==> config.mk <==
export PLATFORM = sky130hd
export DESIGN_NAME = sorted_priority_queue_top_flat
export DESIGN_NICKNAME = d
export VERILOG_FILES = /design/src/rtl/core/spq_pkg.sv /design/src/rtl/core/spq_req_if.sv /design/src/rtl/core/spq_rsp_if.sv /design/src/rtl/core/sorted_priority_queue_top.sv /design/src/rtl/core/spq_cell.sv /design/src/flat_wrapper.sv
export SDC_FILE = /design/constraint.sdc
export NUM_CORES = 2
export LEC_CHECK = 0
export BUFFER_PORTS_ARGS = -buffer_cell sky130_fd_sc_hd__buf_2
export CORE_UTILIZATION = 58
export DETAILED_ROUTE_END_ITERATION = 8
export PLACE_DENSITY = 0.84
export SLEW_MARGIN = 10
export SYNTH_ARGS = -nofsm -noshare
export SYNTH_HDL_FRONTEND = slang
export SYNTH_HIERARCHICAL = 1
export SYNTH_SLANG_ARGS = --single-unit
==> constraint.sdc <==
create_clock -name clk -period 4.6 [get_ports clk]
set_input_delay 0.46 -clock clk [delete_from_list [all_inputs] [get_ports clk]]
set_output_delay 0.46 -clock clk [all_outputs]
set_load 0.05 [all_outputs]
==> src/rtl/core/spq_pkg.sv <==
// shared types and constants of the sorted priority queue
`timescale 1ns / 1ps
`default_nettype none

package spq_pkg;

    localparam int DEPTH = 16;
    localparam int CNT_W = $clog2(DEPTH + 1);
    localparam int VAL_W = 32;
    localparam int PRI_W = 16;
    localparam int OCC_W = 5;

    localparam logic OP_ENQ = 1'b0;
    localparam logic OP_DEQ = 1'b1;

    typedef enum logic [1:0] {
        ST_INSERTED = 2'd0,
        ST_DEQUEUED = 2'd1,
        ST_EMPTY    = 2'd2,
        ST_FULL     = 2'd3
    } status_t;

    typedef struct packed {
        logic signed [VAL_W-1:0] value;
        logic signed [PRI_W-1:0] pri;
    } entry_t;

    typedef struct packed {
        logic enq;
        logic deq;
    } cell_ctrl_t;

endpackage

`default_nettype wire

==> src/rtl/core/spq_req_if.sv <==
// request channel: opcode and the pair to insert
`timescale 1ns / 1ps
`default_nettype none

interface spq_req_if;
    logic                 valid;
    logic                 ready;
    logic                 opcode;
    logic signed [31:0]   item_value;
    logic signed [15:0]   item_priority;

    modport source (output valid, output opcode, output item_value, output item_priority,
                    input ready);
    modport sink (input valid, input opcode, input item_value, input item_priority,
                  output ready);
endinterface

`default_nettype wire

==> src/rtl/core/spq_rsp_if.sv <==
// response channel: status, removed pair and occupancy
`timescale 1ns / 1ps
`default_nettype none

interface spq_rsp_if;
    logic                 valid;
    logic                 ready;
    logic [1:0]           status;
    logic signed [31:0]   out_value;
    logic signed [15:0]   out_priority;
    logic [4:0]           occupancy;

    modport source (output valid, output status, output out_value, output out_priority,
                    output occupancy, input ready);
    modport sink (input valid, input status, input out_value, input out_priority,
                  input occupancy, output ready);
endinterface

`default_nettype wire

==> src/rtl/core/sorted_priority_queue_top.sv <==
// sorted priority queue built as a chain of compare-and-shift cells
// the result is registered and offered in the cycle after the request transaction
// throughput: one transaction per cycle while results are taken, every cell does one priority compare per cycle
// a new request is taken while the previous result waits, as long as the result register frees
// reset clears the entry count and the result valid; cell contents stay undefined
`timescale 1ns / 1ps
`default_nettype none

module sorted_priority_queue_top (
    input  wire         clk,
    input  wire         rst_n,
    spq_req_if.sink     req,
    spq_rsp_if.source   rsp
);

    localparam int DEPTH = spq_pkg::DEPTH;
    localparam int CNT_W = spq_pkg::CNT_W;
    localparam int OCC_W = spq_pkg::OCC_W;

    logic [CNT_W-1:0]          count_reg;
    logic [CNT_W-1:0]          count_next;
    logic                      rsp_valid_reg;
    logic                      rsp_valid_next;
    spq_pkg::status_t          status_reg;
    spq_pkg::status_t          status_next;
    spq_pkg::entry_t           head_reg;
    spq_pkg::entry_t           head_next;
    logic [OCC_W-1:0]          occ_reg;
    logic [OCC_W-1:0]          occ_next;

    logic                      accept;
    logic                      full;
    logic                      empty;
    spq_pkg::cell_ctrl_t       ctrl;
    spq_pkg::entry_t           new_entry;
    spq_pkg::entry_t           cell_entry [DEPTH];
    logic                      cell_keep  [DEPTH];
    logic [CNT_W+OCC_W-1:0]    occ_wide;

    assign req.ready = !rsp_valid_reg || rsp.ready;
    assign accept    = req.valid && req.ready;
    assign full      = (count_reg == CNT_W'(DEPTH));
    assign empty     = (count_reg == '0);

    assign new_entry.value = req.item_value;
    assign new_entry.pri   = req.item_priority;

    assign ctrl.enq = accept && (req.opcode == spq_pkg::OP_ENQ) && !full;
    assign ctrl.deq = accept && (req.opcode == spq_pkg::OP_DEQ) && !empty;

    genvar i;
    generate
        for (i = 0; i < DEPTH; i++)
        begin : g_cell
            logic            occ_i;
            logic            left_keep_i;
            spq_pkg::entry_t left_i;
            spq_pkg::entry_t right_i;

            assign occ_i = (count_reg > CNT_W'(i));

            if (i == 0)
            begin : g_first
                assign left_keep_i = 1'b1;
                assign left_i      = new_entry;
            end
            else
            begin : g_inner
                assign left_keep_i = cell_keep[i-1];
                assign left_i      = cell_entry[i-1];
            end

            if (i == DEPTH - 1)
            begin : g_last
                assign right_i = '0;
            end
            else
            begin : g_mid
                assign right_i = cell_entry[i+1];
            end

            spq_cell u_cell (
                .clk         (clk),
                .ctrl        (ctrl),
                .new_entry   (new_entry),
                .occupied    (occ_i),
                .left_keep   (left_keep_i),
                .left_entry  (left_i),
                .right_entry (right_i),
                .keep        (cell_keep[i]),
                .entry       (cell_entry[i])
            );
        end
    endgenerate

    always_comb
    begin
        count_next = count_reg;
        if (ctrl.enq)
        begin
            count_next = count_reg + CNT_W'(1);
        end
        else if (ctrl.deq)
        begin
            count_next = count_reg - CNT_W'(1);
        end
    end

    assign occ_wide = {{OCC_W{1'b0}}, count_next};

    always_comb
    begin
        rsp_valid_next = rsp_valid_reg && !rsp.ready;
        status_next    = status_reg;
        head_next      = head_reg;
        occ_next       = occ_reg;
        if (accept)
        begin
            rsp_valid_next = 1'b1;
            occ_next       = occ_wide[OCC_W-1:0];
            head_next      = '0;
            if (req.opcode == spq_pkg::OP_ENQ)
            begin
                status_next = full ? spq_pkg::ST_FULL : spq_pkg::ST_INSERTED;
            end
            else if (empty)
            begin
                status_next = spq_pkg::ST_EMPTY;
            end
            else
            begin
                status_next = spq_pkg::ST_DEQUEUED;
                head_next   = cell_entry[0];
            end
        end
    end

    always_ff @(posedge clk or negedge rst_n)
    begin
        if (!rst_n)
        begin
            count_reg     <= '0;
            rsp_valid_reg <= 1'b0;
        end
        else
        begin
            count_reg     <= count_next;
            rsp_valid_reg <= rsp_valid_next;
        end
    end

    always_ff @(posedge clk)
    begin
        status_reg <= status_next;
        head_reg   <= head_next;
        occ_reg    <= occ_next;
    end

    assign rsp.valid        = rsp_valid_reg;
    assign rsp.status       = status_reg;
    assign rsp.out_value    = head_reg.value;
    assign rsp.out_priority = head_reg.pri;
    assign rsp.occupancy    = occ_reg;

endmodule

`default_nettype wire

==> src/rtl/core/spq_cell.sv <==
// one slot of the sorted shift chain
`timescale 1ns / 1ps
`default_nettype none

module spq_cell (
    input  wire                       clk,
    input  wire spq_pkg::cell_ctrl_t  ctrl,
    input  wire spq_pkg::entry_t      new_entry,
    input  wire                       occupied,
    input  wire                       left_keep,
    input  wire spq_pkg::entry_t      left_entry,
    input  wire spq_pkg::entry_t      right_entry,
    output logic                      keep,
    output spq_pkg::entry_t           entry
);

    spq_pkg::entry_t entry_reg;
    spq_pkg::entry_t entry_next;

    // entry stays in place on insert when it sorts at or before the new one
    assign keep  = occupied && (entry_reg.pri <= new_entry.pri);
    assign entry = entry_reg;

    always_comb
    begin
        entry_next = entry_reg;
        if (ctrl.enq)
        begin
            if (!keep)
            begin
                if (left_keep)
                begin
                    entry_next = new_entry;
                end
                else
                begin
                    entry_next = left_entry;
                end
            end
        end
        else if (ctrl.deq)
        begin
            entry_next = right_entry;
        end
    end

    always_ff @(posedge clk)
    begin
        entry_reg <= entry_next;
    end

endmodule

`default_nettype wire
==> src/flat_wrapper.sv <==
// flat-port wrapper written by rule: the top's interface ports become plain ports
module sorted_priority_queue_top_flat 
  (clk, rst_n, req_valid, req_opcode, req_item_value, req_item_priority, req_ready, rsp_valid, rsp_status, rsp_out_value, rsp_out_priority, rsp_occupancy, rsp_ready);
  spq_req_if req_i ();
  spq_rsp_if rsp_i ();
  input  wire clk;
  input  wire rst_n;
  input wire logic [$bits(req_i.valid)-1:0] req_valid;
  input wire logic [$bits(req_i.opcode)-1:0] req_opcode;
  input wire logic [$bits(req_i.item_value)-1:0] req_item_value;
  input wire logic [$bits(req_i.item_priority)-1:0] req_item_priority;
  output wire logic [$bits(req_i.ready)-1:0] req_ready;
  output wire logic [$bits(rsp_i.valid)-1:0] rsp_valid;
  output wire logic [$bits(rsp_i.status)-1:0] rsp_status;
  output wire logic [$bits(rsp_i.out_value)-1:0] rsp_out_value;
  output wire logic [$bits(rsp_i.out_priority)-1:0] rsp_out_priority;
  output wire logic [$bits(rsp_i.occupancy)-1:0] rsp_occupancy;
  input wire logic [$bits(rsp_i.ready)-1:0] rsp_ready;
  assign req_i.valid = req_valid;
  assign req_i.opcode = req_opcode;
  assign req_i.item_value = req_item_value;
  assign req_i.item_priority = req_item_priority;
  assign req_ready = req_i.ready;
  assign rsp_valid = rsp_i.valid;
  assign rsp_status = rsp_i.status;
  assign rsp_out_value = rsp_i.out_value;
  assign rsp_out_priority = rsp_i.out_priority;
  assign rsp_occupancy = rsp_i.occupancy;
  assign rsp_i.ready = rsp_ready;
  sorted_priority_queue_top u_core (.clk(clk), .rst_n(rst_n), .req(req_i), .rsp(rsp_i));
endmodule
==> Word-level counts from Yosys, hierarchy flattened <==
Index checks and enable logic that the tools add are counted.
{ "totals": {"register_bits": 829, "inputBits": 53} }
{ "op_classes": {"n_reduce_logical": 46, "eq_ne": 17, "order_cmp": 32, "n_addsub": 2, "bitwise": 1, "n_mux": 69} }
{ "ops": {"columns": ["cell", "count"], "rows": [
  ["$mux W48", 63],
  ["$le A16 B16 Y1", 16],
  ["$gt A5 B4 Y1 const B", 8],
  ["$ne A2 B2 Y1 const B", 16],
  ["$reduce_and A2 Y1", 16],
  ["$logic_and A1 B1 Y1", 22],
  ["$gt A5 B3 Y1 const B", 4],
  ["$gt A5 B1 Y1 const B", 2],
  ["$gt A5 B2 Y1 const B", 2],
  ["$mux W5", 2],
  ["$mux W2", 3],
  ["$add A5 B1 Y5 const B", 1],
  ["$eq A5 B5 Y1 const B", 1],
  ["$logic_not A5 Y1", 1],
  ["$sub A5 B1 Y5 const B", 1],
  ["$logic_not A1 Y1", 4],
  ["$reduce_bool A2 Y1", 1],
  ["$reduce_or A2 Y1", 1],
  ["$logic_or A1 B1 Y1", 1],
  ["$mux W1", 1],
  ["$not A1 Y1", 1]
]} }

==> Logic depth before layout (Yosys ltp) <==
{ "logic_depth": {"word_depth": 7, "ltp_mapped": 12} }

==> Hierarchy <==
The synthesis kept the hierarchy.
{ "by_module_without_submodules": {"columns": ["mod", "area_per_inst_um2", "n_inst", "cells_per_inst"], "rows": [
  ["spq_cell at u_core.g_cell[0].u_cell ...", 2892.8, 10, 277],
  ["spq_cell at u_core.g_cell[4].u_cell ...", 2855.2, 6, 271],
  ["sorted_priority_queue_top", 2672.6, 1, 189]
]} }

==> Worst setup path after synthesis <==
OpenSTA, ideal clock, no wires.
{ "synth_path": {"path_kind": "register -> register", "from": "reg u_core.count_reg[0]", "to": "reg u_core.g_cell[0].u_cell.entry_reg, in the netlist u_core/g_cell[0].u_cell/entry[0], enable pin", "slack_ns": -0.440, "arrival_time_ns": 4.583, "period_less_slack_ns": 5.040, "required_time_ns": 4.143, "stages_incl_launch_ff": 10, "setup_ns": 0.457, "path_cell_list": "dfrtp_1 -> clkbuf_1 -> inv_1 -> ha_1 -> nor4bb_4 -> nor4b_4 -> clkbuf_1 -> clkbuf_1 -> nand2_1 -> o31ai_2"} }
{ "synth_rtl": {"columns": ["item", "line", "source"], "rows": [
  ["start: declaration", "sorted_priority_queue_top.sv:20", "logic [CNT_W-1:0] count_reg;"],
  ["start signal: assignment", "sorted_priority_queue_top.sv:147", "count_reg <= count_next;"],
  ["end signal: assignment", "spq_cell.sv:49", "entry_reg <= entry_next;"],
  ["end: declaration", "spq_cell.sv:17", "spq_pkg::entry_t entry_reg;"]
]} }

==> results.cfg <==
[critical_path]
critPathMaxFanout = 220
path_class = reg2reg
end_kind = register
cp.arrival_ps = 4100
cp.required_ps = 5070
start_kind = register

[timing]
slew_headroom_pct = 22.1
period_share_pct = 79.0
drv_slew = 0
layout_min_cycle_time_ps = 3630
whs_ps = 51.3
worst_pin_slew_ps = 1170
rsz0062_at_grt = no
timing.setup.tns_ps = 0
fin_skew_ps = 22.1
final_hold_viol_count = 0
max_freq_mhz = 275
setup_viol = 0

[synthesis]
avgSynthCellArea_um2 = 10.6
netlist_instances = 4583
yosys_warnings = 6
syn-cell-area_um2 = 48700

[die]
core.rowCount = 105
die_y_um = 292
fp.coreArea_um2 = 82600
io_pins = 110
initial_core_util_pct = 59.0
die_w_um = 292
die_area_um2 = 85200

[clock_tree]
postCtsSetupRepairBufs = 0
hold_buffers = 1
numCtsBuffers = 86
cts_tree = done
cts_resized = 0
clk_pin_slew_ps = 60
cts_root_buf = clkbuf_16
clockBufferDepth = 3
htree_levels = 3
clkSinkCount = 829
clk_latency_ps = 660

[power_and_ir_drop]
powerDensity_nw_per_um2 = 524
leakagePower_nw = 21.2
irDropWorstVdd_v = 0.000319

[placed_design]
placed_cell_area_um2 = 50900
gp_congestion = 0.851
portBuffers = 109
placed_cells = 5620
dpl.hpwl_um = 76700

[global_routing]
gr-usage-all-layers_pct = 25.6
grt_max_degree = 241
grt_overflow = 0
grt_pass1_vias = 33000
grt_first_pass_wirelength_um = 177000
antenna_found_initial = 8

[flow_run]
drv_cap = 0

[finish]
final_core_utilization_pct = 65.0
drive_above_1_share_pct = 8.49
layout-area-overhead-vs-synth_pct = 10.2
fin_cells = 5777
final_nets = 4954
design_area_um2 = 53700
largest_reg_flops = 768

[routing]
drc_errors = 0
via_count = 34600
drt_iter0_drc = 3813
drt_first_pass_iters = 7
postRouteAntennaNets = 0
vias_per_cell = 5.98
wirelength_um = 111000
wl_per_cell_um = 19.3

[min_path]
hp-class = in2reg

[run_status]
status = finished clean
==> critical path: stages (launching register included) <==
cell	delay (ps)
dfrtp_1	610
inv_1	250
ha_1	280
nor4bb_4	180
nor4b_4	340
buf_4	250
buf_4	350
buf_12	460
nor2_1	150
a21oi_1	190
==> final timing paths <==
| kind | depth (start not counted) | startpoint | endpoint | slack [ps] |
|---|---|---|---|---|
| setup reg to reg | 9 | u_core/count_reg[1] | u_core/g_cell[12].u_cell/entry[28] | 970 |
| hold / removal | 2 | req_valid | u_core/rsp.valid | 50 |
| hold reg to reg | 1 | u_core/g_cell[0].u_cell/entry[21] | u_core/rsp.out_value[5] | 560 |
| setup / recovery | 9 | u_core/count_reg[1] | u_core/g_cell[12].u_cell/entry[28] | 970 |
| min in group asynchronous | 2 | rst_n | u_core/rsp.valid | 160 |
| max in group asynchronous | 2 | rst_n | u_core/count_reg[0] | 4290 |
==> layout make-up <==
cell class                 count  area (µm²)
tap                         1070        1340
antenna                        7        17.5
inverter                     313        1170
sequential                   829       24900
multi-input combinational   3207       21800
clock inverter                44         518
timing repair buffer         202        1730
fill                        5979       28900
clock buffer                 105        2240
==> where the power goes <==
group / internal (mW) / leakage (nW) / total, mW / switching, mW
Combinational: 3.77 / 12.0 / 9.39 / 5.62
Sequential: 10.7 / 7.82 / 11.8 / 1.11
Clock: 3.94 / 1.34 / 6.91 / 2.97
==> stage by stage <==
stage / power [mW] / setup WS (ps)
after global placement: 20.6 / 662
after CTS: 28.0 / 1070
final: 28.1 / 967
after global routing: 29.4 / 798
after detailed placement: 21.1 / 594
after floorplan: 18.5 / 438
==> cells in the final DEF (no fill, tap or decap), types with 22 or more instances in the layout <==
cell / count
a21o_1: 33
a21oi_1: 849
and2_1: 48
buf_12: 39
buf_2: 109
buf_4: 53
clkbuf_16: 86
conb_1: 49
edfxtp_1: 823
ha_1: 262
inv_1: 313
mux2i_1: 779
nand2_1: 64
nand3_1: 33
nand4_1: 22
nor2_1: 823
nor3_1: 28
o21ai_0: 28
==> per-layer routing <==
| layer | GRT usage, % | up-vias | part of all wire, % |
|---|---|---|---|
| li1 | - | 16700 | - |
| met1 | 36.9 | 16200 | 45 |
| met2 | 40.7 | 1468 | 46 |
| met3 | 3.08 | 162 | 7.1 |
| met4 | 7.60 | 4 | 2.2 |
| met5 | 0 | - | 0.027 |
(Power assumes the default switching activity.)
